File: src/hw/rtl/ssfg_pkg.sv
// Shared types, codes and constants of the shaped slew function generator.
// Depends on nothing; ssfg_regs, ssfg_alu and the top level refer to it by scope.
`timescale 1ns / 1ps

package ssfg_pkg;

    // Operations of the shared shift-add unit.
    typedef enum logic [1:0] {
        ALU_MUL = 2'b01,
        ALU_DIV = 2'b10
    } ssfg_alu_op_t;

    // Register indexes on the configuration port.
    localparam logic [2:0] REG_RANGE = 3'd0;
    localparam logic [2:0] REG_SHAPE = 3'd1;
    localparam logic [2:0] REG_RISE  = 3'd2;
    localparam logic [2:0] REG_FALL  = 3'd3;
    localparam logic [2:0] REG_CYCLE = 3'd4;
    localparam logic [2:0] REG_TICK  = 3'd5;

    // Range selector codes.
    localparam logic [1:0] RANGE_MEDIUM = 2'd0;
    localparam logic [1:0] RANGE_FAST   = 2'd1;

    localparam logic [23:0] TICK_RESET = 24'd89478;

    // Number of quotient bits produced by the divider.
    localparam int DIV_BITS = 40;

    typedef struct packed {
        logic [1:0]         range_sel;
        logic signed [15:0] shape;
        logic [15:0]        rise_knob;
        logic [15:0]        fall_knob;
        logic               cycle_sw;
        logic [23:0]        tick;
    } ssfg_cfg_t;

    typedef struct packed {
        logic         start;
        ssfg_alu_op_t op;
        logic [63:0]  opa;
        logic [63:0]  opb;
    } ssfg_alu_req_t;

    typedef struct packed {
        logic        done;
        logic [63:0] result;
    } ssfg_alu_st_t;

    // 2^(-k/16) in Q16 for k = 0..16.
    function automatic logic [16:0] exp2_tab(input logic [4:0] idx);
        logic [16:0] v;
        case (idx)
            5'd0:    v = 17'd65536;
            5'd1:    v = 17'd62757;
            5'd2:    v = 17'd60097;
            5'd3:    v = 17'd57549;
            5'd4:    v = 17'd55109;
            5'd5:    v = 17'd52773;
            5'd6:    v = 17'd50535;
            5'd7:    v = 17'd48393;
            5'd8:    v = 17'd46341;
            5'd9:    v = 17'd44376;
            5'd10:   v = 17'd42495;
            5'd11:   v = 17'd40693;
            5'd12:   v = 17'd38968;
            5'd13:   v = 17'd37316;
            5'd14:   v = 17'd35734;
            5'd15:   v = 17'd34219;
            default: v = 17'd32768;
        endcase
        return v;
    endfunction

endpackage

File: src/hw/rtl/ssfg_in_if.sv
// Input channel of the slew generator: valid/ready handshake plus one item.
// Depends on nothing.
`timescale 1ns / 1ps

interface ssfg_in_if;
    logic               valid;
    logic               ready;
    logic [3:0]         voice;
    logic signed [23:0] signal_in;
    logic signed [23:0] trigger_in;
    logic               button_held;
    logic signed [23:0] rise_cv;
    logic signed [23:0] fall_cv;
    logic signed [23:0] expo_cv;
    logic signed [23:0] cycle_cv;

    modport source (output valid, voice, signal_in, trigger_in, button_held,
                    rise_cv, fall_cv, expo_cv, cycle_cv, input ready);
    modport sink (input valid, voice, signal_in, trigger_in, button_held,
                  rise_cv, fall_cv, expo_cv, cycle_cv, output ready);
endinterface

File: src/hw/rtl/ssfg_out_if.sv
// Result channel of the slew generator: valid/ready handshake plus one item.
// Depends on nothing.
`timescale 1ns / 1ps

interface ssfg_out_if;
    logic               valid;
    logic               ready;
    logic [3:0]         voice_out;
    logic signed [23:0] level_out;
    logic               is_rising;
    logic               is_falling;
    logic               end_pulse;

    modport source (output valid, voice_out, level_out, is_rising, is_falling,
                    end_pulse, input ready);
    modport sink (input valid, voice_out, level_out, is_rising, is_falling,
                  end_pulse, output ready);
endinterface

File: src/hw/rtl/ssfg_regs.sv
// Configuration registers of the slew generator behind an APB-style port.
// Depends on ssfg_pkg.
`timescale 1ns / 1ps

module ssfg_regs (
    input  logic              clk,
    input  logic              rst_n,
    input  logic              psel,
    input  logic              penable,
    input  logic              pwrite,
    input  logic [4:0]        paddr,
    input  logic [31:0]       pwdata,
    output logic [31:0]       prdata,
    output logic              pready,
    output ssfg_pkg::ssfg_cfg_t cfg
);

    ssfg_pkg::ssfg_cfg_t cfg_reg;
    logic [2:0]          idx;
    logic                wr_en;

    assign idx    = paddr[4:2];
    assign wr_en  = psel && penable && pwrite;
    assign pready = 1'b1;
    assign cfg    = cfg_reg;

    always_ff @(posedge clk or negedge rst_n)
    begin
        if (!rst_n)
        begin
            cfg_reg.range_sel <= 2'd0;
            cfg_reg.shape     <= 16'sd0;
            cfg_reg.rise_knob <= 16'd0;
            cfg_reg.fall_knob <= 16'd0;
            cfg_reg.cycle_sw  <= 1'b0;
            cfg_reg.tick      <= ssfg_pkg::TICK_RESET;
        end
        else if (wr_en)
        begin
            unique case (idx)
                ssfg_pkg::REG_RANGE: cfg_reg.range_sel <= pwdata[1:0];
                ssfg_pkg::REG_SHAPE: cfg_reg.shape     <= pwdata[15:0];
                ssfg_pkg::REG_RISE:  cfg_reg.rise_knob <= pwdata[15:0];
                ssfg_pkg::REG_FALL:  cfg_reg.fall_knob <= pwdata[15:0];
                ssfg_pkg::REG_CYCLE: cfg_reg.cycle_sw  <= pwdata[0];
                ssfg_pkg::REG_TICK:  cfg_reg.tick      <= pwdata[23:0];
                default: ;
            endcase
        end
    end

    always_comb
    begin
        unique case (idx)
            ssfg_pkg::REG_RANGE: prdata = {30'd0, cfg_reg.range_sel};
            ssfg_pkg::REG_SHAPE: prdata = {16'd0, cfg_reg.shape};
            ssfg_pkg::REG_RISE:  prdata = {16'd0, cfg_reg.rise_knob};
            ssfg_pkg::REG_FALL:  prdata = {16'd0, cfg_reg.fall_knob};
            ssfg_pkg::REG_CYCLE: prdata = {31'd0, cfg_reg.cycle_sw};
            ssfg_pkg::REG_TICK:  prdata = {8'd0, cfg_reg.tick};
            default:             prdata = 32'd0;
        endcase
    end

endmodule

File: src/hw/rtl/ssfg_alu.sv
// Shared bit-serial arithmetic unit: shift-add multiply and restoring divide.
// Depends on ssfg_pkg.
`timescale 1ns / 1ps

module ssfg_alu (
    input  logic                  clk,
    input  logic                  rst_n,
    input  ssfg_pkg::ssfg_alu_req_t req,
    output ssfg_pkg::ssfg_alu_st_t  st
);

    localparam int CNT_W = $clog2(ssfg_pkg::DIV_BITS + 1);

    ssfg_pkg::ssfg_alu_op_t op_reg;
    logic                   busy_reg;
    logic                   done_reg;
    logic [63:0]            acc_reg;
    logic [63:0]            mcand_reg;
    logic [63:0]            mplier_reg;
    logic [26:0]            rem_reg;
    logic [CNT_W-1:0]       cnt_reg;

    logic [27:0] rem_sh;
    logic        q_bit;
    logic [27:0] rem_sub;

    // One restoring division step: the dividend bits shift out of mcand_reg.
    always_comb
    begin
        rem_sh  = {rem_reg, mcand_reg[ssfg_pkg::DIV_BITS-1]};
        q_bit   = (rem_sh >= {1'b0, mplier_reg[26:0]});
        rem_sub = rem_sh - {1'b0, mplier_reg[26:0]};
    end

    always_ff @(posedge clk or negedge rst_n)
    begin
        if (!rst_n)
        begin
            busy_reg <= 1'b0;
            done_reg <= 1'b0;
            op_reg   <= ssfg_pkg::ALU_MUL;
            cnt_reg  <= '0;
        end
        else
        begin
            done_reg <= 1'b0;
            if (req.start)
            begin
                busy_reg <= 1'b1;
                op_reg   <= req.op;
                cnt_reg  <= CNT_W'(ssfg_pkg::DIV_BITS);
            end
            else if (busy_reg)
            begin
                if (op_reg == ssfg_pkg::ALU_MUL)
                begin
                    if (mplier_reg == 64'd0)
                    begin
                        busy_reg <= 1'b0;
                        done_reg <= 1'b1;
                    end
                end
                else
                begin
                    cnt_reg <= cnt_reg - CNT_W'(1);
                    if (cnt_reg == CNT_W'(1))
                    begin
                        busy_reg <= 1'b0;
                        done_reg <= 1'b1;
                    end
                end
            end
        end
    end

    always_ff @(posedge clk)
    begin
        if (req.start)
        begin
            acc_reg    <= 64'd0;
            mcand_reg  <= req.opa;
            mplier_reg <= req.opb;
            rem_reg    <= 27'd0;
        end
        else if (busy_reg)
        begin
            if (op_reg == ssfg_pkg::ALU_MUL)
            begin
                if (mplier_reg[0])
                begin
                    acc_reg <= acc_reg + mcand_reg;
                end
                mcand_reg  <= {mcand_reg[62:0], 1'b0};
                mplier_reg <= {1'b0, mplier_reg[63:1]};
            end
            else
            begin
                rem_reg <= q_bit ? rem_sub[26:0] : rem_sh[26:0];
                // Quotient bits fill acc from the bottom.
                acc_reg   <= {acc_reg[62:0], q_bit};
                mcand_reg <= {mcand_reg[62:0], 1'b0};
            end
        end
    end

    assign st.done   = done_reg;
    assign st.result = acc_reg;

endmodule

File: src/hw/rtl/shaped_slew_function_generator.sv
// Top level of the shaped rise/fall slew function generator.
// Depends on ssfg_pkg, ssfg_in_if, ssfg_out_if, ssfg_regs and ssfg_alu.
`timescale 1ns / 1ps

// How to use this block:
// Each item on in_ch carries one voice's sample: the input voltage, the
// trigger voltage, the button and the CVs, all Q8.16 volts. The block
// updates that voice's stored level, gate, Schmitt state and end-of-cycle
// timer, and returns exactly one item on out_ch with the new level and the
// rising, falling and end-of-cycle flags.
// Items are handled one at a time: in_ch.ready returns only when the
// result of the item in work enters the output register. An item's time
// is set by the single bit-serial shift-add unit, which works one multiplier
// bit or quotient bit per cycle over these operations in order: two
// multiplies for the rate factor, then a 40-step division for the log shape
// or two multiplies for the exponential shape, and one crossfade multiply.
// in_ch.ready is high only while the sequencer is idle.
// Results sit in an output register. If the receiver stalls, the next item
// is still accepted and worked on, and its result waits until the previous
// one has been taken.
// Registers are to be written over the APB-style port only while no item is
// in work; the user is bound to this, the block does not enforce it.
// Reset clears all voice state and both channels, resets the configuration.
module shaped_slew_function_generator #(
    parameter int VOICES = 16
) (
    input  logic        clk,
    input  logic        rst_n,
    ssfg_in_if.sink     in_ch,
    ssfg_out_if.source  out_ch,
    input  logic        psel,
    input  logic        penable,
    input  logic        pwrite,
    input  logic [4:0]  paddr,
    input  logic [31:0] pwdata,
    output logic [31:0] prdata,
    output logic        pready
);

    localparam int VW = (VOICES > 1) ? $clog2(VOICES) : 1;

    // Voice index to state slot, worked out at elaboration.
    function automatic logic [63:0] build_vmap();
        logic [63:0] mp;
        mp = 64'd0;
        for (int i = 0; i < 16; i++)
        begin
            mp[i*4 +: 4] = 4'(i % VOICES);
        end
        return mp;
    endfunction

    localparam logic [63:0] VMAP = build_vmap();

    typedef enum logic [10:0] {
        S_IDLE  = 11'b00000000001,
        S_PREP  = 11'b00000000010,
        S_MULTM = 11'b00000000100,
        S_MULK  = 11'b00000001000,
        S_SHIFT = 11'b00000010000,
        S_DIV   = 11'b00000100000,
        S_EXP1  = 11'b00001000000,
        S_EXP2  = 11'b00010000000,
        S_MULP  = 11'b00100000000,
        S_FIN   = 11'b01000000000,
        S_SPARE = 11'b10000000000
    } state_t;

    state_t state_reg;
    state_t state_next;

    ssfg_pkg::ssfg_cfg_t     cfg;
    ssfg_pkg::ssfg_alu_req_t alu_req;
    ssfg_pkg::ssfg_alu_st_t  alu_st;

    ssfg_regs u_regs (
        .clk     (clk),
        .rst_n   (rst_n),
        .psel    (psel),
        .penable (penable),
        .pwrite  (pwrite),
        .paddr   (paddr),
        .pwdata  (pwdata),
        .prdata  (prdata),
        .pready  (pready),
        .cfg     (cfg)
    );

    ssfg_alu u_alu (
        .clk   (clk),
        .rst_n (rst_n),
        .req   (alu_req),
        .st    (alu_st)
    );

    // Per-voice state.
    logic signed [23:0] level_reg  [VOICES];
    logic               gate_reg   [VOICES];
    logic               schm_reg   [VOICES];
    logic [23:0]        pulse_reg  [VOICES];

    // Captured item.
    logic [3:0]         voice_reg;
    logic [VW-1:0]      vidx_reg;
    logic signed [23:0] sig_reg;
    logic signed [23:0] trg_reg;
    logic               btn_reg;
    logic signed [23:0] rcv_reg;
    logic signed [23:0] fcv_reg;
    logic signed [23:0] ecv_reg;
    logic signed [23:0] ccv_reg;

    // Working registers.
    logic signed [24:0] tgt_reg;
    logic signed [25:0] d_reg;
    logic [24:0]        ad_reg;
    logic               geff_reg;
    logic               schm_new_reg;
    logic [3:0]         n_reg;
    logic [16:0]        m_reg;
    logic [9:0]         k_reg;
    logic [63:0]        prod_reg;
    logic [34:0]        a_reg;
    logic [22:0]        lin_reg;
    logic [14:0]        p_reg;
    logic [27:0]        oth_reg;
    logic               issued_reg;

    // Output register.
    logic               out_valid_reg;
    logic [3:0]         out_voice_reg;
    logic signed [23:0] out_level_reg;
    logic               out_rise_reg;
    logic               out_fall_reg;
    logic               out_pulse_reg;

    logic in_acc;
    logic out_free;

    assign in_ch.ready = (state_reg == S_IDLE);
    assign in_acc      = in_ch.valid && in_ch.ready;
    assign out_free    = !out_valid_reg || out_ch.ready;

    // ---------------- Preparation: Schmitt trigger, target, time CV -------
    logic signed [24:0] tsum;
    logic               sch_on;
    logic               sch_off;
    logic               sch_old;
    logic               trig;
    logic               geff;
    logic signed [24:0] target;
    logic signed [25:0] diff;
    logic [19:0]        rk10;
    logic [19:0]        fk10;
    logic signed [26:0] tot_r;
    logic signed [26:0] tot_f;
    logic signed [26:0] cv_raw;
    logic [19:0]        cv;
    logic [16:0]        t0;
    logic [16:0]        t1;
    logic [11:0]        tdiff;
    logic [23:0]        tprod;
    logic [9:0]         k_val;

    always_comb
    begin
        tsum    = (btn_reg ? 25'sd1310720 : 25'sd0) + 25'(trg_reg);
        sch_on  = (tsum >= 25'sd262144);
        sch_off = (tsum <= 25'sd13107);
        sch_old = schm_reg[vidx_reg];
        trig    = !sch_old && sch_on;
        geff    = gate_reg[vidx_reg] || trig;
        target  = geff ? 25'sd655360 : 25'(sig_reg);
        diff    = 26'(target) - 26'(level_reg[vidx_reg]);
        rk10    = ({4'd0, cfg.rise_knob} << 3) + ({4'd0, cfg.rise_knob} << 1);
        fk10    = ({4'd0, cfg.fall_knob} << 3) + ({4'd0, cfg.fall_knob} << 1);
        tot_r   = $signed({7'd0, rk10}) + 27'(rcv_reg) - 27'(ecv_reg);
        tot_f   = $signed({7'd0, fk10}) + 27'(fcv_reg) - 27'(ecv_reg);
        if (diff > 26'sd0)
        begin
            cv_raw = tot_r;
        end
        else if (diff < 26'sd0)
        begin
            cv_raw = tot_f;
        end
        else
        begin
            cv_raw = 27'sd0;
        end
        if (cv_raw < 27'sd0)
        begin
            cv = 20'd0;
        end
        else if (cv_raw > 27'sd655360)
        begin
            cv = 20'd655360;
        end
        else
        begin
            cv = cv_raw[19:0];
        end
        // Interpolated 2^(-f) from the table on the top four fraction bits.
        t0    = ssfg_pkg::exp2_tab({1'b0, cv[15:12]});
        t1    = ssfg_pkg::exp2_tab({1'b0, cv[15:12]} + 5'd1);
        tdiff = 12'(t0 - t1);
        tprod = {12'd0, tdiff} * {12'd0, cv[11:0]};
        case (cfg.range_sel)
            ssfg_pkg::RANGE_MEDIUM: k_val = 10'd100;
            ssfg_pkg::RANGE_FAST:   k_val = 10'd1000;
            default:                k_val = 10'd10;
        endcase
    end

    // ---------------- Rate factor, linear slope and shape amount ----------
    logic [63:0] a_full;
    logic [34:0] a_val;
    logic [38:0] a_x10;
    logic [16:0] shape_mag;
    logic [31:0] p_prod;

    always_comb
    begin
        a_full    = prod_reg >> (6'd16 + {2'd0, n_reg});
        a_val     = a_full[34:0];
        a_x10     = ({4'd0, a_val} << 3) + ({4'd0, a_val} << 1);
        shape_mag = cfg.shape[15] ? 17'(-$signed({cfg.shape[15], cfg.shape}))
                                  : {1'b0, cfg.shape};
        if (cfg.shape[15])
        begin
            p_prod = {15'd0, shape_mag} * 32'd31130;
        end
        else
        begin
            p_prod = {15'd0, shape_mag} * 32'd29491;
        end
    end

    // ---------------- Final combination and state update ------------------
    logic               oth_lt;
    logic [27:0]        dmag;
    logic [27:0]        q_mag;
    logic signed [29:0] mag_s;
    logic signed [29:0] step;
    logic signed [30:0] nl_wide;
    logic signed [23:0] nl_sat;
    logic signed [25:0] rem;
    logic               rising;
    logic               falling;
    logic               eoc;
    logic signed [24:0] cyc_tot;
    logic [23:0]        pl_up;
    logic [20:0]        dec;
    logic [23:0]        pl_new;
    logic               gate_new;
    logic signed [23:0] lvl_final;

    always_comb
    begin
        oth_lt = (oth_reg < {5'd0, lin_reg});
        dmag   = oth_lt ? ({5'd0, lin_reg} - oth_reg) : (oth_reg - {5'd0, lin_reg});
        q_mag  = prod_reg[42:15];
        mag_s  = oth_lt ? (30'(lin_reg) - $signed({2'd0, q_mag}))
                        : (30'(lin_reg) + $signed({2'd0, q_mag}));
        if (d_reg > 26'sd0)
        begin
            step = mag_s;
        end
        else if (d_reg < 26'sd0)
        begin
            step = -mag_s;
        end
        else
        begin
            step = 30'sd0;
        end
        nl_wide = 31'(level_reg[vidx_reg]) + 31'(step);
        if (nl_wide > 31'sd8388607)
        begin
            nl_sat = 24'sh7FFFFF;
        end
        else if (nl_wide < -31'sd8388608)
        begin
            nl_sat = 24'sh800000;
        end
        else
        begin
            nl_sat = nl_wide[23:0];
        end
        rem     = 26'(tgt_reg) - 26'(nl_sat);
        rising  = (d_reg > 26'sd0) && (rem > 26'sd65);
        falling = (d_reg < 26'sd0) && (rem < -26'sd65);
        eoc     = (d_reg < 26'sd0) && !falling;

        // End-of-cycle pulse timer, 1 ms is 268435 in units of 2^-28 s.
        pl_up = pulse_reg[vidx_reg];
        if (eoc && (pl_up < 24'd268435))
        begin
            pl_up = 24'd268435;
        end
        dec = 21'(({1'b0, cfg.tick} + 25'd15) >> 4);
        if (dec == 21'd0)
        begin
            dec = 21'd1;
        end
        pl_new = (pl_up > {3'd0, dec}) ? (pl_up - {3'd0, dec}) : 24'd0;

        // Gate rules in priority order: the last that applies wins.
        cyc_tot  = (cfg.cycle_sw ? 25'sd655360 : 25'sd0) + 25'(ccv_reg);
        gate_new = geff_reg;
        if ((d_reg > 26'sd0) && !rising)
        begin
            gate_new = 1'b0;
        end
        if (eoc && (cyc_tot >= 25'sd262144))
        begin
            gate_new = 1'b1;
        end
        if (d_reg == 26'sd0)
        begin
            gate_new = 1'b0;
        end

        // Once the target is reached the level snaps onto it.
        lvl_final = (rising || falling) ? nl_sat : tgt_reg[23:0];
    end

    // ---------------- Shared unit requests ---------------------------------
    always_comb
    begin
        alu_req.start = 1'b0;
        alu_req.op    = ssfg_pkg::ALU_MUL;
        alu_req.opa   = 64'd0;
        alu_req.opb   = 64'd0;
        unique case (state_reg)
            S_MULTM:
            begin
                alu_req.opa = {40'd0, cfg.tick};
                alu_req.opb = {47'd0, m_reg};
            end
            S_MULK:
            begin
                alu_req.opa = prod_reg;
                alu_req.opb = {54'd0, k_reg};
            end
            S_DIV:
            begin
                alu_req.op  = ssfg_pkg::ALU_DIV;
                alu_req.opa = ({29'd0, a_reg} << 5) + ({29'd0, a_reg} << 3);
                alu_req.opb = {39'd0, ad_reg} + 64'd65536;
            end
            S_EXP1:
            begin
                alu_req.opa = {29'd0, a_reg};
                alu_req.opb = 64'd178145;
            end
            S_EXP2:
            begin
                alu_req.opa = prod_reg >> 16;
                alu_req.opb = {39'd0, ad_reg};
            end
            S_MULP:
            begin
                alu_req.opa = {36'd0, dmag};
                alu_req.opb = {49'd0, p_reg};
            end
            default: ;
        endcase
        if ((state_reg == S_MULTM) || (state_reg == S_MULK) || (state_reg == S_DIV) ||
            (state_reg == S_EXP1) || (state_reg == S_EXP2) || (state_reg == S_MULP))
        begin
            alu_req.start = !issued_reg;
        end
    end

    // ---------------- Sequencer --------------------------------------------
    always_comb
    begin
        state_next = state_reg;
        unique case (state_reg)
            S_IDLE:  if (in_acc) state_next = S_PREP;
            S_PREP:  state_next = S_MULTM;
            S_MULTM: if (alu_st.done) state_next = S_MULK;
            S_MULK:  if (alu_st.done) state_next = S_SHIFT;
            S_SHIFT: state_next = cfg.shape[15] ? S_DIV : S_EXP1;
            S_DIV:   if (alu_st.done) state_next = S_MULP;
            S_EXP1:  if (alu_st.done) state_next = S_EXP2;
            S_EXP2:  if (alu_st.done) state_next = S_MULP;
            S_MULP:  if (alu_st.done) state_next = S_FIN;
            S_FIN:   if (out_free) state_next = S_IDLE;
            default: state_next = S_IDLE;
        endcase
    end

    always_ff @(posedge clk or negedge rst_n)
    begin
        if (!rst_n)
        begin
            state_reg     <= S_IDLE;
            issued_reg    <= 1'b0;
            out_valid_reg <= 1'b0;
            for (int i = 0; i < VOICES; i++)
            begin
                level_reg[i] <= 24'sd0;
                gate_reg[i]  <= 1'b0;
                schm_reg[i]  <= 1'b0;
                pulse_reg[i] <= 24'd0;
            end
        end
        else
        begin
            state_reg <= state_next;
            if (alu_req.start)
            begin
                issued_reg <= 1'b1;
            end
            else if (alu_st.done)
            begin
                issued_reg <= 1'b0;
            end
            if ((state_reg == S_FIN) && out_free)
            begin
                out_valid_reg       <= 1'b1;
                level_reg[vidx_reg] <= lvl_final;
                gate_reg[vidx_reg]  <= gate_new;
                schm_reg[vidx_reg]  <= schm_new_reg;
                pulse_reg[vidx_reg] <= pl_new;
            end
            else if (out_ch.ready)
            begin
                out_valid_reg <= 1'b0;
            end
        end
    end

    always_ff @(posedge clk)
    begin
        if (in_acc)
        begin
            voice_reg <= in_ch.voice;
            vidx_reg  <= VMAP[{in_ch.voice, 2'b00} +: VW];
            sig_reg   <= in_ch.signal_in;
            trg_reg   <= in_ch.trigger_in;
            btn_reg   <= in_ch.button_held;
            rcv_reg   <= in_ch.rise_cv;
            fcv_reg   <= in_ch.fall_cv;
            ecv_reg   <= in_ch.expo_cv;
            ccv_reg   <= in_ch.cycle_cv;
        end
        if (state_reg == S_PREP)
        begin
            tgt_reg      <= target;
            d_reg        <= diff;
            ad_reg       <= diff[25] ? 25'(-diff) : diff[24:0];
            geff_reg     <= geff;
            schm_new_reg <= sch_on || (sch_old && !sch_off);
            n_reg        <= cv[19:16];
            m_reg        <= t0 - {5'd0, tprod[23:12]};
            k_reg        <= k_val;
        end
        if (alu_st.done)
        begin
            prod_reg <= alu_st.result;
            if (state_reg == S_DIV)
            begin
                oth_reg <= alu_st.result[27:0];
            end
            if (state_reg == S_EXP2)
            begin
                oth_reg <= alu_st.result[59:32];
            end
        end
        if (state_reg == S_SHIFT)
        begin
            a_reg   <= a_val;
            lin_reg <= a_x10[38:16];
            p_reg   <= p_prod[29:15];
        end
        if ((state_reg == S_FIN) && out_free)
        begin
            out_voice_reg <= voice_reg;
            out_level_reg <= lvl_final;
            out_rise_reg  <= rising;
            out_fall_reg  <= falling;
            out_pulse_reg <= (pl_up != 24'd0);
        end
    end

    assign out_ch.valid      = out_valid_reg;
    assign out_ch.voice_out  = out_voice_reg;
    assign out_ch.level_out  = out_level_reg;
    assign out_ch.is_rising  = out_rise_reg;
    assign out_ch.is_falling = out_fall_reg;
    assign out_ch.end_pulse  = out_pulse_reg;

    // ---------------- Assertions ------------------------------------------
    // An accepted item always starts preparation on the next cycle.
    assert property (@(posedge clk) disable iff (!rst_n)
        in_acc |=> (state_reg == S_PREP))
        else $error("accepted item did not enter preparation");

    // A new result only appears when the sequencer finishes an item.
    assert property (@(posedge clk) disable iff (!rst_n)
        (out_ch.valid && !$past(out_ch.valid)) |-> $past(state_reg == S_FIN))
        else $error("result appeared without a finished item");

    // The shared unit never reports completion while the sequencer is idle.
    assert property (@(posedge clk) disable iff (!rst_n)
        (state_reg == S_IDLE) |-> !alu_st.done)
        else $error("arithmetic unit finished while idle");

endmodule
File: src/flat_wrapper.sv
// flat-port wrapper written by rule: the top's interface ports become plain ports
module shaped_slew_function_generator_flat 
#(
    parameter int VOICES = 16
)
  (clk, rst_n, psel, penable, pwrite, paddr, pwdata, prdata, pready, in_ch_valid, in_ch_voice, in_ch_signal_in, in_ch_trigger_in, in_ch_button_held, in_ch_rise_cv, in_ch_fall_cv, in_ch_expo_cv, in_ch_cycle_cv, in_ch_ready, out_ch_valid, out_ch_voice_out, out_ch_level_out, out_ch_is_rising, out_ch_is_falling, out_ch_end_pulse, out_ch_ready);
  ssfg_in_if in_ch_i ();
  ssfg_out_if out_ch_i ();
  input  logic clk;
  input  logic rst_n;
  input  logic psel;
  input  logic penable;
  input  logic pwrite;
  input  logic [4:0] paddr;
  input  logic [31:0] pwdata;
  output logic [31:0] prdata;
  output logic pready;
  input wire logic [$bits(in_ch_i.valid)-1:0] in_ch_valid;
  input wire logic [$bits(in_ch_i.voice)-1:0] in_ch_voice;
  input wire logic [$bits(in_ch_i.signal_in)-1:0] in_ch_signal_in;
  input wire logic [$bits(in_ch_i.trigger_in)-1:0] in_ch_trigger_in;
  input wire logic [$bits(in_ch_i.button_held)-1:0] in_ch_button_held;
  input wire logic [$bits(in_ch_i.rise_cv)-1:0] in_ch_rise_cv;
  input wire logic [$bits(in_ch_i.fall_cv)-1:0] in_ch_fall_cv;
  input wire logic [$bits(in_ch_i.expo_cv)-1:0] in_ch_expo_cv;
  input wire logic [$bits(in_ch_i.cycle_cv)-1:0] in_ch_cycle_cv;
  output wire logic [$bits(in_ch_i.ready)-1:0] in_ch_ready;
  output wire logic [$bits(out_ch_i.valid)-1:0] out_ch_valid;
  output wire logic [$bits(out_ch_i.voice_out)-1:0] out_ch_voice_out;
  output wire logic [$bits(out_ch_i.level_out)-1:0] out_ch_level_out;
  output wire logic [$bits(out_ch_i.is_rising)-1:0] out_ch_is_rising;
  output wire logic [$bits(out_ch_i.is_falling)-1:0] out_ch_is_falling;
  output wire logic [$bits(out_ch_i.end_pulse)-1:0] out_ch_end_pulse;
  input wire logic [$bits(out_ch_i.ready)-1:0] out_ch_ready;
  assign in_ch_i.valid = in_ch_valid;
  assign in_ch_i.voice = in_ch_voice;
  assign in_ch_i.signal_in = in_ch_signal_in;
  assign in_ch_i.trigger_in = in_ch_trigger_in;
  assign in_ch_i.button_held = in_ch_button_held;
  assign in_ch_i.rise_cv = in_ch_rise_cv;
  assign in_ch_i.fall_cv = in_ch_fall_cv;
  assign in_ch_i.expo_cv = in_ch_expo_cv;
  assign in_ch_i.cycle_cv = in_ch_cycle_cv;
  assign in_ch_ready = in_ch_i.ready;
  assign out_ch_valid = out_ch_i.valid;
  assign out_ch_voice_out = out_ch_i.voice_out;
  assign out_ch_level_out = out_ch_i.level_out;
  assign out_ch_is_rising = out_ch_i.is_rising;
  assign out_ch_is_falling = out_ch_i.is_falling;
  assign out_ch_end_pulse = out_ch_i.end_pulse;
  assign out_ch_i.ready = out_ch_ready;
  shaped_slew_function_generator #(.VOICES(VOICES)) u_core (.clk(clk), .rst_n(rst_n), .in_ch(in_ch_i), .out_ch(out_ch_i), .psel(psel), .penable(penable), .pwrite(pwrite), .paddr(paddr), .pwdata(pwdata), .prdata(prdata), .pready(pready));
endmodule
File: config.mk
export PLATFORM = sky130hd
export DESIGN_NAME = shaped_slew_function_generator_flat
export DESIGN_NICKNAME = d
export VERILOG_FILES = /design/src/hw/rtl/ssfg_pkg.sv /design/src/hw/rtl/ssfg_in_if.sv /design/src/hw/rtl/ssfg_out_if.sv /design/src/hw/rtl/ssfg_regs.sv /design/src/hw/rtl/ssfg_alu.sv /design/src/hw/rtl/shaped_slew_function_generator.sv /design/src/flat_wrapper.sv
export SDC_FILE = /design/constraint.sdc
export NUM_CORES = 2
export LEC_CHECK = 0
export ABC_CLOCK_PERIOD_IN_PS = 56400
export BUFFER_PORTS_ARGS = -buffer_cell sky130_fd_sc_hd__buf_2
export CORE_UTILIZATION = 25
export DETAILED_ROUTE_END_ITERATION = 7
export SETUP_SLACK_MARGIN = 0.3
export SLEW_MARGIN = 30
export SYNTH_ARGS = -nofsm -noshare
export SYNTH_HDL_FRONTEND = slang
export SYNTH_SLANG_ARGS = --single-unit
File: constraint.sdc
create_clock -name clk -period 56.4 [get_ports clk]
set_clock_uncertainty 0.05 [all_clocks]
set_input_delay 5.64 -clock clk [delete_from_list [all_inputs] [get_ports clk]]
set_output_delay 5.64 -clock clk [all_outputs]
set_load 0.01 [all_outputs]
# Yosys cells after proc, flatten, opt, wreduce, memory -nomap -nowiden
# Memories as Yosys holds them, arrays and structs flattened.
# Index checks and enable logic that the tools add are counted.
dict set report totals {
  reg_bits 1575
  rom_bits 544
  input_bits 193
  out_inout_bits 66
  word_cells 332
  mem_count 2
}
# name depth word_bits read_ports rd_ports_with_merged_regs wr line_no
set memory_table {}
lappend memory_table {{(name not given)} 16 17 1 0 0 ssfg_pkg.sv:54} ;# case (idx)
lappend memory_table {{(name not given)} 16 17 1 0 0 ssfg_pkg.sv:54}
dict set report op_classes {
  n_addsub 30
  n_mul 3
  n_lt_le_gt_ge 19
  eq_ne 27
  shifts 2
  n_mux 85
  bitwise 2
  reduce_logical 53
}
# operator n
set ops {}
lappend ops {{bitwise mux 384 bit} 2}
lappend ops {{one-hot mux 128 bit (6 select lines)} 1}
lappend ops {{two-way mux 64 bit} 7}
lappend ops {{two-way mux 24 bit} 10}
lappend ops {{binary-select mux 24 bit (select 4 bit)} 2}
lappend ops {{one-hot mux 24 bit (6 select lines)} 1}
lappend ops {{two-way mux 30 bit} 4}
lappend ops {{subtractor 25 x 24 -> 26 bit} 4}
lappend ops {{one-hot mux 11 bit (9 select lines)} 1}
lappend ops {{demux 24 bit (select 4 bit)} 1}
lappend ops {{two-way mux 28 bit} 3}
lappend ops {{two-way mux 27 bit} 3}
lappend ops {{two-way mux 11 bit} 7}
lappend ops {{adder 21 x 24 -> 25 bit} 3}
lappend ops {{adder 64 bit} 1}
lappend ops {{zero test 64 bit} 1}
lappend ops {{indexed part select 64 x 7 -> 4 bit, first input constant} 1}
lappend ops {{right shift 64 x 6 -> 35 bit} 1}
lappend ops {{> comparator 26 x 1 -> 1 bit, second input constant} 2}
lappend ops {{less-than comparator 26 x 1 -> 1 bit, second input constant} 2}
lappend ops {{>= comparator 25 x 20 -> 1 bit, second input constant} 2}
lappend ops {{two-way mux 25 bit} 2}
lappend ops {{two-way mux 21 bit} 2}
lappend ops {{adder 40 x 38 -> 41 bit} 1}
lappend ops {{79 further kinds} 157}

# Depth between registers and ports, before layout
# An unclocked memory read counts as a cell.
dict set report depth {
  ltp_word 21
  depth_mapped 87
}

# Cells and area by module
# From an unflattened synthesis, not the netlist that was laid out.
dict set report hier_totals {
  hier_cells 10782
  hier_area_um2 106534.7
}
# module instances cells_per_inst area_each_um2 seq_area_each_um2
set modules_own_cells {}
lappend modules_own_cells {shaped_slew_function_generator 1 8863 87652.8 33173.1}
lappend modules_own_cells {ssfg_alu 1 1656 15195.8 5916.9}
lappend modules_own_cells {ssfg_regs 1 263 3686.0 1888.1}

# Worst setup path after synthesis
# Ideal clock, no wire load.
dict set report synth_path {
  kind {register to register}
  startpoint {register u_core.vidx_reg[0]}
  endpoint {register u_core.m_reg[16] (data pin)}
  setup_ns 0.254
  arrival_time_ns 17.530
  setup_slack_ns 38.565
  path_stages_with_launch 77
  n_path_buf 12
  period_less_slack_ns 17.835
  path_cell_list {edfxtp_1 -> buf_6 -> buf_8 -> buf_6 -> buf_8 -> buf_6 -> buf_1 -> clkbuf_1 -> clkbuf_1 -> clkbuf_1 -> buf_1 -> mux4_2 -> mux4_2 -> inv_1 -> ha_1 -> a21o_1 -> or2_2 -> o32a_1 -> [41 not listed] -> inv_1 -> ha_1 -> nand2_1 -> a2111oi_2 -> nor3_1 -> o21bai_1 -> a21o_1 -> xnor2_1 -> ha_1 -> a21oi_1 -> o21bai_1 -> a21oi_1 -> o21bai_1 -> a21oi_1 -> o21bai_1 -> a21oi_1 -> nand3b_1 -> nor2b_1}
}
dict set report synth_between {
  elab_chain_cells 21
  elab_cells_between_ends 30
  cone_classes {add/sub: 4; mul: 1; order compare: 4; mux: 15; bitwise: 1; reduce/logical: 3; memory: 2}
}
# item line_no
set synth_lines {}
lappend synth_lines {{start, declared} shaped_slew_function_generator.sv:104} ;# logic [VW-1:0] vidx_reg;
lappend synth_lines {{start signal, assigned} shaped_slew_function_generator.sv:441} ;# vidx_reg <= VMAP[{in_ch.voice, 2'b00} +: VW];
lappend synth_lines {{NOT 4 -> 5 bit (not written as such) (*)} {shaped_slew_function_generator.sv:170, shaped_slew_function_generator.sv:172, shaped_slew_function_generator.sv:174}}
lappend synth_lines {{binary-select mux 1 bit (select 4 bit)} shaped_slew_function_generator.sv:170} ;# sch_old = schm_reg[vidx_reg];
lappend synth_lines {{two-way mux 1 bit (not written as such) (2 in series)} shaped_slew_function_generator.sv:170}
lappend synth_lines {{zero test 1 bit} shaped_slew_function_generator.sv:171} ;# trig = !sch_old && sch_on;
lappend synth_lines {{logical AND 1 bit} shaped_slew_function_generator.sv:171}
lappend synth_lines {{logical OR 1 bit} shaped_slew_function_generator.sv:172} ;# geff = gate_reg[vidx_reg] || trig;
lappend synth_lines {{two-way mux 25 bit} shaped_slew_function_generator.sv:173} ;# target = geff ? 25'sd655360 : 25'(sig_reg);
lappend synth_lines {{subtractor 25 x 24 -> 26 bit (*)} shaped_slew_function_generator.sv:174} ;# diff = 26'(target) - 26'(level_reg[vidx_reg]);
lappend synth_lines {{net u_core.diff[11]} shaped_slew_function_generator.sv:152} ;# logic signed [25:0] diff;
lappend synth_lines {{[4 not listed]} n/a}
lappend synth_lines {{two-way mux 20 bit} shaped_slew_function_generator.sv:195} ;# else if (cv_raw > 27'sd655360)
lappend synth_lines {{two-way mux 16 bit (*)} shaped_slew_function_generator.sv:191} ;# if (cv_raw < 27'sd0)
lappend synth_lines {{adder 4 x 1 -> 5 bit} shaped_slew_function_generator.sv:205} ;# t1 = ssfg_pkg::exp2_tab({1'b0, cv[15:12]} + 5'd1);
lappend synth_lines {{memory (16 x 17 bit)} n/a}
lappend synth_lines {{two-way mux 12 bit} ssfg_pkg.sv:54}
lappend synth_lines {{subtractor 12 bit} shaped_slew_function_generator.sv:206} ;# tdiff = 12'(t0 - t1);
lappend synth_lines {{multiplier 12 x 12 -> 24 bit} shaped_slew_function_generator.sv:207} ;# tprod = {12'd0, tdiff} * {12'd0, cv[11:0]};
lappend synth_lines {{subtractor 17 x 12 -> 17 bit (*)} shaped_slew_function_generator.sv:458} ;# m_reg <= t0 - {5'd0, tprod[23:12]};
lappend synth_lines {{end signal, assigned} shaped_slew_function_generator.sv:458}
lappend synth_lines {{end, declared} shaped_slew_function_generator.sv:120} ;# logic [16:0] m_reg;
# Mark *: on every way through the listed nets, which the timed path passes. The rest lies on a longest branch. The select of a mux whose other input is x is not followed.
# A chain may end at the register's enable or synchronous reset.

# Final worst setup path
dict set report layout_path {
  startpoint {register u_core.lin_reg[1]}
  endpoint {register u_core.pulse_reg[31] (netlist name)}
}
dict set report layout_between {
  elab_chain_cells 19
  elab_cells_between_ends 23
  cone_classes {add/sub: 6; order compare: 5; mux: 8; reduce/logical: 4}
}
# item line_no
set layout_lines {}
lappend layout_lines {{start, declared} shaped_slew_function_generator.sv:124} ;# logic [22:0] lin_reg;
lappend layout_lines {{start signal, assigned} shaped_slew_function_generator.sv:476} ;# lin_reg <= a_x10[38:16];
lappend layout_lines {{adder 23 x 28 -> 29 bit (tied with other cells)} shaped_slew_function_generator.sv:264} ;# : (30'(lin_reg) + $signed({2'd0, q_mag}));
lappend layout_lines {{two-way mux 30 bit (*)} shaped_slew_function_generator.sv:263} ;# mag_s = oth_lt ? (30'(lin_reg) - $signed({2'd0, q_mag}))
lappend layout_lines {{negator 30 bit} shaped_slew_function_generator.sv:271} ;# step = -mag_s;
lappend layout_lines {{two-way mux 30 bit} shaped_slew_function_generator.sv:269} ;# else if (d_reg < 26'sd0)
lappend layout_lines {{two-way mux 30 bit (*)} shaped_slew_function_generator.sv:265} ;# if (d_reg > 26'sd0)
lappend layout_lines {{adder 24 x 30 -> 31 bit (*)} shaped_slew_function_generator.sv:277} ;# nl_wide = 31'(level_reg[vidx_reg]) + 31'(step);
lappend layout_lines {{less-than comparator 31 x 24 -> 1 bit} shaped_slew_function_generator.sv:282} ;# else if (nl_wide < -31'sd8388608)
lappend layout_lines {{two-way mux 24 bit} shaped_slew_function_generator.sv:282}
lappend layout_lines {{[3 not listed]} n/a}
lappend layout_lines {{logical AND 1 bit (*)} shaped_slew_function_generator.sv:292} ;# falling = (d_reg < 26'sd0) && (rem < -26'sd65);
lappend layout_lines {{zero test 1 bit (*)} shaped_slew_function_generator.sv:293} ;# eoc = (d_reg < 26'sd0) && !falling;
lappend layout_lines {{logical AND 1 bit (*)} shaped_slew_function_generator.sv:293}
lappend layout_lines {{logical AND 1 bit (*)} shaped_slew_function_generator.sv:297} ;# if (eoc && (pl_up < 24'd268435))
lappend layout_lines {{two-way mux 24 bit (*)} shaped_slew_function_generator.sv:297}
lappend layout_lines {{subtractor 24 x 21 -> 24 bit / > comparator 24 x 21 -> 1 bit (equally long branches)} shaped_slew_function_generator.sv:306} ;# pl_new = (pl_up > {3'd0, dec}) ? (pl_up - {3'd0, dec}) : 24'd0;
lappend layout_lines {{two-way mux 24 bit (*)} shaped_slew_function_generator.sv:306}
lappend layout_lines {{bitwise mux 384 bit (*)} shaped_slew_function_generator.sv:427} ;# pulse_reg[vidx_reg] <= pl_new;
lappend layout_lines {{end signal, assigned by index} shaped_slew_function_generator.sv:427}
lappend layout_lines {{end, declared} shaped_slew_function_generator.sv:100} ;# logic [23:0] pulse_reg [VOICES];
# Every way passes the cells marked *; elsewhere a longest branch is shown, timed or not.

==> impl_results.md <==
- Highest Signal Layer: met4
- Register area share after synthesis: 39.78%
- Clock latency on the worst-skew pair: 0.87 ns
- First-pass GRT wire length: 464,700 um
- CTS buffer count: 171
- Most used DFF post-synth: dfrtp_1
- Initial DRC count: 6,310
- Post-CTS Setup Repair Bufs: 0
- Hold Slack: 0.4204 ns
- Synthesis-to-finish area growth: 12.99%
- CTS Root Cell: clkbuf_16
- Distinct cells, synth: between 100 and 150
- Final Cycle Share: between 30% and 40%
- Worst r2r src: u_core.lin_reg[1]
- FMAX: 0.05080 GHz
- CTS Sinks: roughly 1.5k
- Ranking of synthesized cells by area: dfrtp_1 (22%), edfxtp_1 (16%), ha_1 (8.8%), mux4_2 (6.5%), fa_1 (6.4%)
- Filler cell count: 41.87k
- Critical Path End Type: flop
- Die width: around 630 um
- DR WL met3: 16,620 um
- Leading post-synthesis cells by instance count: nand2_1 (1,452), o21ai_0 (1,075), dfrtp_1 (886)
- Synth Register Bits: 1,506
- Worst-path maximum fanout: 39
- Drt wl/cell: 19.77 um
- Worst path top cell family by delay: compound AO/OA/AOI/OAI gates
- WP data arrival: 20.32 ns
- Final Hold Viols: 0
- Remaining antenna violation count after routing: 0
- Area of the core: ~400,000 um2
- Floorplan row count: approximately 230
- Kind of critical path: reg -> reg
- Multi-input gate area: 56,130 um2
- GRT Residual Overflow: 0
- Slack of the worst reg-to-reg path: around 37 ns
- Worst path required time: 57.03 ns
- HPWL Detailed: 219,400 um
- Syn Area/Cell: 9.981 um2
- CP endpoint: u_core.pulse_reg[31]
- Max Cap Violations: 0
- # nets final: 11.27k
- DRT Pass-1 Iters: 6
- Synth Instances: 10.03k
- Starting density of the core: between 20 and 30%
- Setup ws final: 36.71 ns
- Global Route Usage Sum: 14.76%
- Top-area cell type share of the netlist area: around 22%
- Fin cells: 15.46k
- I/O Buffers: 220
- DRT met1 WL: between 100,000 and 150,000 um
- Crit start category: flop
- Post-synth ARST share: 59.56%
- Final GP Congestion: 0.9309
- CP max-delay cell: nand4_1
- Placed cell count: 15.14k
- RSZ-0062 raised after global routing: no
- Slew @ Worst Pin: 1.020 ns
- CP dominant cell by count: a21oi_1
- CTS resizes: 0
- Slowest stage delay, CP: approximately 0.65 ns
- Storage element area: 39,840 um2
- Largest net degree at the start of global routing: around 180
- WP buf/inv: 4
- Status: complete, no violations
- Max_slew headroom: 31.45%
- Vias per cell: 4.891
- Slew Viols, Final: 0
- Hold_buf cts: 0
- Share of layout cells above drive strength 1: 11.58%
- Antenna violations before repair: 6
- Vias in the first global route: 73.91k
- Endpoints failing setup: 0
- Tightest Hold Check Type: reg -> reg
- Dpl ws: 36.75 ns
- Post-Syn Area: approximately 100,000 um2
- Residual DRC: 0
- WHS Path Cells: 2
- Total wire length: 305,600 um
- Clk buf depth: 4
- Reg2Reg Capture Point: u_core.pulse_reg[31]
- Worst Setup SP: u_core.lin_reg[1]
- CTS tree: built
- WL met2: around 140,000 um
- Die H: approximately 630 um
- Most frequent cell after synthesis: nand2_1
- R2R depth: 77
- Minimum clock period: ~20 ns
- Ys Warns: 0
- H-tree depth: 4
- Clock transition at path regs: 0.06 ns
- Post-synth EDFFs: 518
- Ports: between 200 and 300
- DIE AREA: 403,100 um2
- Final setup TNS: 0 ns
- Synth area leader: dfrtp_1
- Via count: 75.62k
- Worst path depth: just under 80
-- per-stage QoR --
step / utilization, % / cell area [um2]
floorplan: - / 100200
global placement: 26.87 / 107200
detailed placement: 26.89 / 107300
CTS: 28.32 / 112900
global route: 28.36 / 113100
finish: 28.37 / 113100
-- worst min-delay path, delay by kind of cell (launching register included) --
kind,cells,cell delay (ns)
flip-flops,1,0.34
AND/OR/NAND/NOR,2,0.10
-- routing by layer --
layer,global-route usage [%],vias to the layer above
li1,-,35592
met1,19.69,37412
met2,24.04,2120
met3,1.696,497
met4,6.491,0
met5,0,-
-- layout by cell type, fill, tap and decap left out, types with 312 or more instances in the layout --
cell type	netlist	final
xnor2_1	313	312
nor2_1	623	617
nand2_1	1452	1435
ha_1	705	705
inv_1	647	646
a21oi_1	551	547
dfrtp_1	886	885
o21ai_0	1075	1073
fa_1	318	318
edfxtp_1	518	518
-- kinds of logic (layout without fill, tap and decap cells) --
family | after synthesis | in the layout | share of synthesized area [%]
simple gates | 2829 | 2829 | 12.39
compound gates | 2556 | 2556 | 15.57
flops | 1506 | 1506 | 39.78
buf+inv | 1189 | 1328 | 4.577
fa+ha+maj | 1026 | 1026 | 15.20
mux | 477 | 477 | 8.532
xor+xnor | 447 | 447 | 3.944
other cells | 2 | 27 | 0.007500
-- worst min-delay path by stage --
stage                         from                         end
2_1_floorplan   u_core.vidx_reg[1]  u_core.out_ch.voice_out[1]
3_3_place_gp   u_core.schm_reg[14]         u_core.schm_reg[14]
3_5_place_dp    u_core.schm_reg[6]          u_core.schm_reg[6]
4_1_cts         u_core.schm_reg[6]          u_core.schm_reg[6]
5_1_grt         u_core.schm_reg[5]          u_core.schm_reg[5]
6_report        u_core.schm_reg[6]          u_core.schm_reg[6]
-- final cells by class --
| cell class | count | area share (%) |
|---|---|---|
| antenna | 10 | 0.02212 |
| sequential | 1506 | 35.21 |
| inverter | 656 | 2.180 |
| tap | 5265 | 5.822 |
| timing repair buffer | 364 | 2.132 |
| multi-input combinational | 7352 | 49.61 |
| clock inverter | 84 | 0.8626 |
| clock buffer | 224 | 4.157 |
Power is left out: the tool's default activity adds up to more than one toggle a clock period on the data nets, which glitch-free logic cannot reach.
